==> src/sv/rvx_pkg.sv <==
`default_nettype none
// ----------------------------------------------------------------------------
// rvx_pkg
// Shared types, constants and helpers of the RV32I execute block.
// ----------------------------------------------------------------------------
package rvx_pkg;

    localparam int XLEN      = 32;
    localparam int IDX_W     = 10;
    localparam int MADDR_W   = 10;
    localparam int MEM_DEPTH = 1024;
    localparam int RF_DEPTH  = 32;
    localparam int RADDR_W   = 5;
    localparam int CMD_W     = 6;
    localparam int S_DATA_W  = 64;
    localparam int M_DATA_W  = 96;

    localparam logic [CMD_W-1:0] CMD_ADDI  = 6'd0;
    localparam logic [CMD_W-1:0] CMD_ADD   = 6'd1;
    localparam logic [CMD_W-1:0] CMD_SUB   = 6'd2;
    localparam logic [CMD_W-1:0] CMD_SLT   = 6'd3;
    localparam logic [CMD_W-1:0] CMD_SLTI  = 6'd4;
    localparam logic [CMD_W-1:0] CMD_SLTIU = 6'd5;
    localparam logic [CMD_W-1:0] CMD_SLTU  = 6'd6;
    localparam logic [CMD_W-1:0] CMD_XORI  = 6'd7;
    localparam logic [CMD_W-1:0] CMD_XOR   = 6'd8;
    localparam logic [CMD_W-1:0] CMD_ORI   = 6'd9;
    localparam logic [CMD_W-1:0] CMD_OR    = 6'd10;
    localparam logic [CMD_W-1:0] CMD_ANDI  = 6'd11;
    localparam logic [CMD_W-1:0] CMD_SLLI  = 6'd12;
    localparam logic [CMD_W-1:0] CMD_SLL   = 6'd13;
    localparam logic [CMD_W-1:0] CMD_SRLI  = 6'd14;
    localparam logic [CMD_W-1:0] CMD_SRL   = 6'd15;
    localparam logic [CMD_W-1:0] CMD_SRAI  = 6'd16;
    localparam logic [CMD_W-1:0] CMD_SRA   = 6'd17;
    localparam logic [CMD_W-1:0] CMD_AND   = 6'd18;
    localparam logic [CMD_W-1:0] CMD_LUI   = 6'd19;
    localparam logic [CMD_W-1:0] CMD_AUIPC = 6'd20;
    localparam logic [CMD_W-1:0] CMD_JAL   = 6'd21;
    localparam logic [CMD_W-1:0] CMD_JALR  = 6'd22;
    localparam logic [CMD_W-1:0] CMD_BEQ   = 6'd23;
    localparam logic [CMD_W-1:0] CMD_BNE   = 6'd24;
    localparam logic [CMD_W-1:0] CMD_BLT   = 6'd25;
    localparam logic [CMD_W-1:0] CMD_BGE   = 6'd26;
    localparam logic [CMD_W-1:0] CMD_BLTU  = 6'd27;
    localparam logic [CMD_W-1:0] CMD_BGEU  = 6'd28;
    localparam logic [CMD_W-1:0] CMD_LB    = 6'd29;
    localparam logic [CMD_W-1:0] CMD_LH    = 6'd30;
    localparam logic [CMD_W-1:0] CMD_LW    = 6'd31;
    localparam logic [CMD_W-1:0] CMD_LBU   = 6'd32;
    localparam logic [CMD_W-1:0] CMD_LHU   = 6'd33;
    localparam logic [CMD_W-1:0] CMD_SB    = 6'd34;
    localparam logic [CMD_W-1:0] CMD_SH    = 6'd35;
    localparam logic [CMD_W-1:0] CMD_SW    = 6'd36;
    localparam logic [CMD_W-1:0] CMD_ECALL = 6'd37;

    typedef struct packed {
        logic                 wr;
        logic [XLEN-1:0]      val;
        logic [IDX_W-1:0]     next;
        logic                 mem_op;
        logic                 is_load;
        logic                 mw;
        logic [XLEN-1:0]      mword;
        logic [MADDR_W-1:0]   maddr;
        logic                 halt_set;
    } exec_t;

    function automatic logic [XLEN-1:0] load_extract(input logic [CMD_W-1:0] cmd,
                                                     input logic [XLEN-1:0] d);
        logic [XLEN-1:0] r;
        case (cmd)
            CMD_LB:  r = {{24{d[7]}}, d[7:0]};
            CMD_LH:  r = {{16{d[15]}}, d[15:0]};
            CMD_LBU: r = {24'd0, d[7:0]};
            CMD_LHU: r = {16'd0, d[15:0]};
            default: r = d;
        endcase
        return r;
    endfunction

endpackage
`default_nettype wire

==> src/sv/rvx_regfile.sv <==
`default_nettype none
// ----------------------------------------------------------------------------
// rvx_regfile
// 32 x 32 register file, two registered reads, one write, valid bits for
// reset-to-zero and same-edge write forwarding.
// ----------------------------------------------------------------------------
module rvx_regfile (
    input  wire logic                           aclk,
    input  wire logic                           aresetn,
    input  wire logic                           re,
    input  wire logic [rvx_pkg::RADDR_W-1:0]    raddr1,
    input  wire logic [rvx_pkg::RADDR_W-1:0]    raddr2,
    input  wire logic                           we,
    input  wire logic [rvx_pkg::RADDR_W-1:0]    waddr,
    input  wire logic [rvx_pkg::XLEN-1:0]       wdata,
    output logic [rvx_pkg::XLEN-1:0]            rdata1,
    output logic [rvx_pkg::XLEN-1:0]            rdata2
);
    import rvx_pkg::*;

    logic [XLEN-1:0]     mem [RF_DEPTH];
    logic [RF_DEPTH-1:0] valid_reg;
    logic [XLEN-1:0]     q1_reg, q2_reg, fwd_data_reg;
    logic                v1_reg, v2_reg, f1_reg, f2_reg;

    always_ff @(posedge aclk) begin
        if (we) begin
            mem[waddr] <= wdata;
        end
        if (re) begin
            q1_reg       <= mem[raddr1];
            q2_reg       <= mem[raddr2];
            fwd_data_reg <= wdata;
        end
    end

    always_ff @(posedge aclk) begin
        if (!aresetn) begin
            valid_reg <= '0;
            v1_reg    <= 1'b0;
            v2_reg    <= 1'b0;
            f1_reg    <= 1'b0;
            f2_reg    <= 1'b0;
        end else begin
            if (we) begin
                valid_reg[waddr] <= 1'b1;
            end
            if (re) begin
                v1_reg <= valid_reg[raddr1];
                v2_reg <= valid_reg[raddr2];
                f1_reg <= we && (waddr == raddr1);
                f2_reg <= we && (waddr == raddr2);
            end
        end
    end

    assign rdata1 = f1_reg ? fwd_data_reg : (v1_reg ? q1_reg : '0);
    assign rdata2 = f2_reg ? fwd_data_reg : (v2_reg ? q2_reg : '0);

endmodule
`default_nettype wire

==> config.mk <==
export PLATFORM = sky130hd
export DESIGN_NAME = rvx_regfile
export DESIGN_NICKNAME = d
export VERILOG_FILES = /design/src/sv/rvx_pkg.sv /design/src/sv/rvx_regfile.sv
export SDC_FILE = /design/constraint.sdc
export NUM_CORES = 1
export LEC_CHECK = 0
export BUFFER_PORTS_ARGS = -buffer_cell sky130_fd_sc_hd__clkbuf_2
export CAP_MARGIN = 10
export CORE_MARGIN = 2
export CORE_UTILIZATION = 25
export CTS_CLUSTER_DIAMETER = 80
export DETAILED_ROUTE_END_ITERATION = 6
export GPL_TIMING_DRIVEN = 0
export PLACE_DENSITY = 0.4
export SLEW_MARGIN = 10
export SYNTH_ARGS = -nofsm -noshare
export SYNTH_HDL_FRONTEND = slang
export SYNTH_SLANG_ARGS = --single-unit
==> constraint.sdc <==
create_clock -name aclk -period 2.8 [get_ports aclk]
set_input_delay 0.14 -clock aclk [delete_from_list [all_inputs] [get_ports aclk]]
set_output_delay 0.14 -clock aclk [all_outputs]
set_load 0.05 [all_outputs]
# Word level (Yosys, flattened, before mapping)
# Memory sizes are Yosys's and may differ from the RTL's. A register that Yosys moved wholly into a read port is not among the register bits.
# Index checks and enable logic that the tools add are counted.
[classes]
magnitude_cmp = 4
eq_ne = 2
mux = 12
n_bitwise = 1
n_reduce_logical = 3
[op_table]
columns = ["operator", "count"]
rows = [
  ["$mux W32", 4],
  ["$or A32 B32 Y32", 1],
  ["$lt A5 B6 Y1 const B", 3],
  ["$bmux W1 S5", 2],
  ["$eq A5 B5 Y1", 2],
  ["$demux W1 S5", 1],
  ["$ge A5 B1 Y1 const B", 1],
  ["$mux W1", 5],
  ["$logic_and A1 B1 Y1", 3],
]
[totals]
ff_bits = 68
ramBits = 1024
input_bits = 51
output_inout_bits = 64
elab_cells = 29
memories = 1
[memory_table]
columns = ["name", "depth", "width", "rd", "rd_ports_with_merged_regs", "wr", "line", "text"]
rows = [
  ["mem", 32, 32, 2, 2, 1, "rvx_regfile.sv:21", "logic [XLEN-1:0] mem [RF_DEPTH];"],
]

# Logic depth before layout (Yosys ltp)
[depth]
depth_word = 5
mapped_depth = 9
mapped_depth_nobuf = 5

# Least setup slack after synthesis
# OpenSTA, ideal clock, no wires.
[synth_timing]
path_type = "input -> register"
from = "in waddr[0] (netlist name)"
to = "mem mem[28][0] (enable)"
arrival_ns = 2.339
setup_slack_ns = 0.038
stages = 4
n_path_buf = 2
cell_sequence = "clkbuf_1 > or3b_2 > clkbuf_1 > nor2_1"
[synth_rtl]
columns = ["item", "line", "text"]
rows = [
  ["from (decl)", "rvx_regfile.sv:14", "input wire logic [rvx_pkg::RADDR_W-1:0] waddr,"],
  ["to (decl)", "rvx_regfile.sv:21", ""],
]
# No word-level cell before the write port.

==> impl_metrics.py <==
metrics = {
    "run_status": {
        "status": "finished with violations",
        "violations": "setup timing",
    },
    "yosys": {
        "syn_area_um2": 52170,
        "synthXorXnorAreaFrac_pct": 0.1679,
        "ys_seq_elements": 1156,
        "synth_cells": 2290,
        "synth-compound-area-share_pct": 1.811,
        "synth_nets": 2341,
        "ys_warn_count": 0,
        "netlist-cell-type-count": 33,
        "avgSynthCellArea_um2": 22.78,
        "ys_seq_area_share_pct": 65.85,
        "synth_top_family_by_area": "multiplexers",
        "yosys.area_share.adder_pct": 0,
        "synthSimpleGateAreaFrac_pct": 0.7962,
        "muxShareOfSynthArea_pct": 29.62,
    },
    "setup_path": {
        "crit_chain": "clkbuf_1 -> clkbuf_1 -> clkbuf_1 -> mux4_2 -> mux2_2",
        "r2r_setup_slack_ns": 0.70,
        "worst_ep_arrival_time_ns": 3.38,
        "timing.rr.start": "mem[25][6]",
        "start_kind": "input port",
        "rr_worst_depth": 3,
        "critPathSlowestCell": "clkbuf_1",
        "r2r_end": "q2_reg[6]",
        "crit_top_cell": "clkbuf_1",
        "max_stage_delay_ns": 1.09,
        "required_ns": 3.33,
        "critical_path_depth": 5,
        "critPathTopFamily": "buffers and inverters",
        "cp.buffers_inverters": 3,
        "crit_fanout": 10,
        "path_class": "input port to flop",
        "endpoint_kind": "flop",
    },
    "clock_tree": {
        "clk_path_buf_depth": 3,
        "clk_pin_slew_ns": 0.06,
        "cts.sinks": 1156,
        "numCtsBuffers": 141,
        "clock_latency_ns": 0.80,
        "root_buffer": "clkbuf_16",
        "cts_tree": "yes",
        "cts_htree_levels": 4,
        "cts_setup_buffers": 0,
    },
    "drt": {
        "dr.pass1.iters": 5,
        "drc": 0,
        "routed_wl_um": 187700,
        "wl_per_cell_um": 34.03,
        "drtIter0Drc": 2856,
        "num_vias": 27650,
        "drt.antenna.violating_nets": 0,
        "viasPerCell": 5.013,
    },
    "final_layout": {
        "nNetsFinal": 2672,
        "fillers": 20050,
        "area_growth_pct": 20.54,
        "utilization_pct": 30.34,
        "top_register": "mem",
        "layout_common_cells": "edfxtp_1 (1120), mux4_2 (640), clkbuf_16 (146), clkbuf_2 (120), clkbuf_1 (81)",
        "drive_gt1_share_pct": 45.18,
        "postLayoutCellArea_um2": 62890,
        "seqCellArea_um2": 34350,
        "final_common_cell": "edfxtp_1",
        "fin_cells": 5516,
        "multi_input_area_um2": 17140,
        "largest_reg_flops": 1024,
    },
    "floorplan": {
        "dieHeight_um": 460.8,
        "ioPinCount": 115,
        "die_x_um": 460.8,
        "dieArea_um2": 212400,
        "start_util_pct": 25.17,
        "core_um2": 207300,
        "row_count": 167,
    },
    "pwr": {
        "vdd_drop_max_mv": 0.5058,
        "p_total_mw": 41.25,
        "power.density_nw_per_um2": 655.9,
        "leakage_nw": 19.49,
    },
    "placed_design": {
        "dp.final_hpwl_um": 131900,
        "io_buffers": 98,
        "place_area_um2": 57860,
        "place_ws_ns": -1.435,
        "dpl.cell_count": 5243,
        "place.gp.congestion": 0.7619,
    },
    "timing": {
        "post-route-period-util_pct": 101.6,
        "fin_skew_ns": 0.02756,
        "whs_ns": 0.04636,
        "hold_viol": 0,
        "relSlewSlack_pct": 6.216,
        "fin_tns_setup_ns": -0.2808,
        "setup_viol": 9,
        "setup_ws_ns": -0.04506,
        "fmax_mhz": 351.5,
        "slew_viol_final": 0,
        "rsz0062_at_grt": "no",
        "worstMarginPinSlew_ns": 1.407,
        "fin_crit_ns": 2.845,
    },
    "min_path": {
        "hold_depth": 1,
        "worstHoldEndpoint": "mem[12][16]",
        "min_from": "wdata[16]",
        "hold_class": "input port to flop",
    },
    "run": {
        "cap_violations": 0,
    },
    "global_routing": {
        "grt_antenna_before_repair": 14,
        "track_usage_pct": 17.71,
        "grt_start_max_net_pins": 64,
        "grt_pass1_vias": 30070,
        "grt.overflow.total": 0,
        "grt_pass1_wl_um": 253800,
    },
}
[layer usage]
metal	track usage, %	share of wire, %	up-vias
li1	-	-	10920
met1	22.60	41	15400
met2	30.20	50	1047
met3	3.083	5.3	284
met4	6.214	3.5	2
met5	0	0.0037	-
[worst max-delay path by stage]
stage                         start         end
after global routing         f2_reg   rdata2[1]
after global placement     waddr[0]  mem[4][13]
final                     raddr1[3]  q1_reg[29]
after detailed placement  raddr1[1]  q1_reg[21]
after floorplan            waddr[0]  mem[28][0]
after CTS                 raddr2[1]   q2_reg[3]
[cells by family after synthesis]
group | Yosys count
DFF | 1156
muxes | 736
buffers and inverters | 186
AOI/OAI and AO/OA | 118
and+or+nand+nor | 84
xor gates and xnor gates | 10
[cell usage after synthesis (all sizes together)]
cell type | n | area (um2)
buf | 91 | 558.0
nand2 | 11 | 41.29
a21boi | 2 | 15.01
and3 | 2 | 12.51
a22oi | 7 | 52.55
xor2 | 8 | 70.07
a22o | 65 | 569.3
a211oi | 2 | 15.01
and2 | 2 | 12.51
nand4b | 1 | 8.760
mux2 | 64 | 720.7
nor2b | 6 | 37.54
or3 | 1 | 6.260
dfxtp | 36 | 720.7
mux2i | 32 | 320.3
nor2 | 35 | 131.4
mux4 | 640 | 14410
xnor2 | 2 | 17.52
o21ai | 2 | 10.01
o21a | 32 | 240.2
a31oi | 2 | 12.51
nand2b | 5 | 31.28
a21oi | 6 | 30.03
clkbuf | 95 | 356.6
nand4 | 2 | 12.51
edfxtp | 1120 | 33630
nor4 | 2 | 12.51
or3b | 3 | 26.28
nand3b | 5 | 37.54
nand3 | 9 | 45.04
[cell type report]
cell class,instances,area share (%)
repair buffers,188,3.458
multi-input cells,948,27.26
clock inverters,71,1.234
diodes,1,0.003979
flip-flops and latches,1156,54.63
plain buffers,186,1.958
well taps,2788,5.547
clock buffers,178,5.915
[where the power goes]
group | switching [mW] | internal, mW | total (mW)
sequential | 0.125 | 19.3 | 19.5
combinational | 2.19 | 1.49 | 3.67
clock | 7.47 | 10.6 | 18.1
[what timing repair did]
action,4_1_cts,5_1_grt
endpoints found under the hold margin,511,0
hold buffers,23,0
endpoints found under the setup margin,128,2
gates resized for setup,87,3
Power figures use the tool's default switching activity.
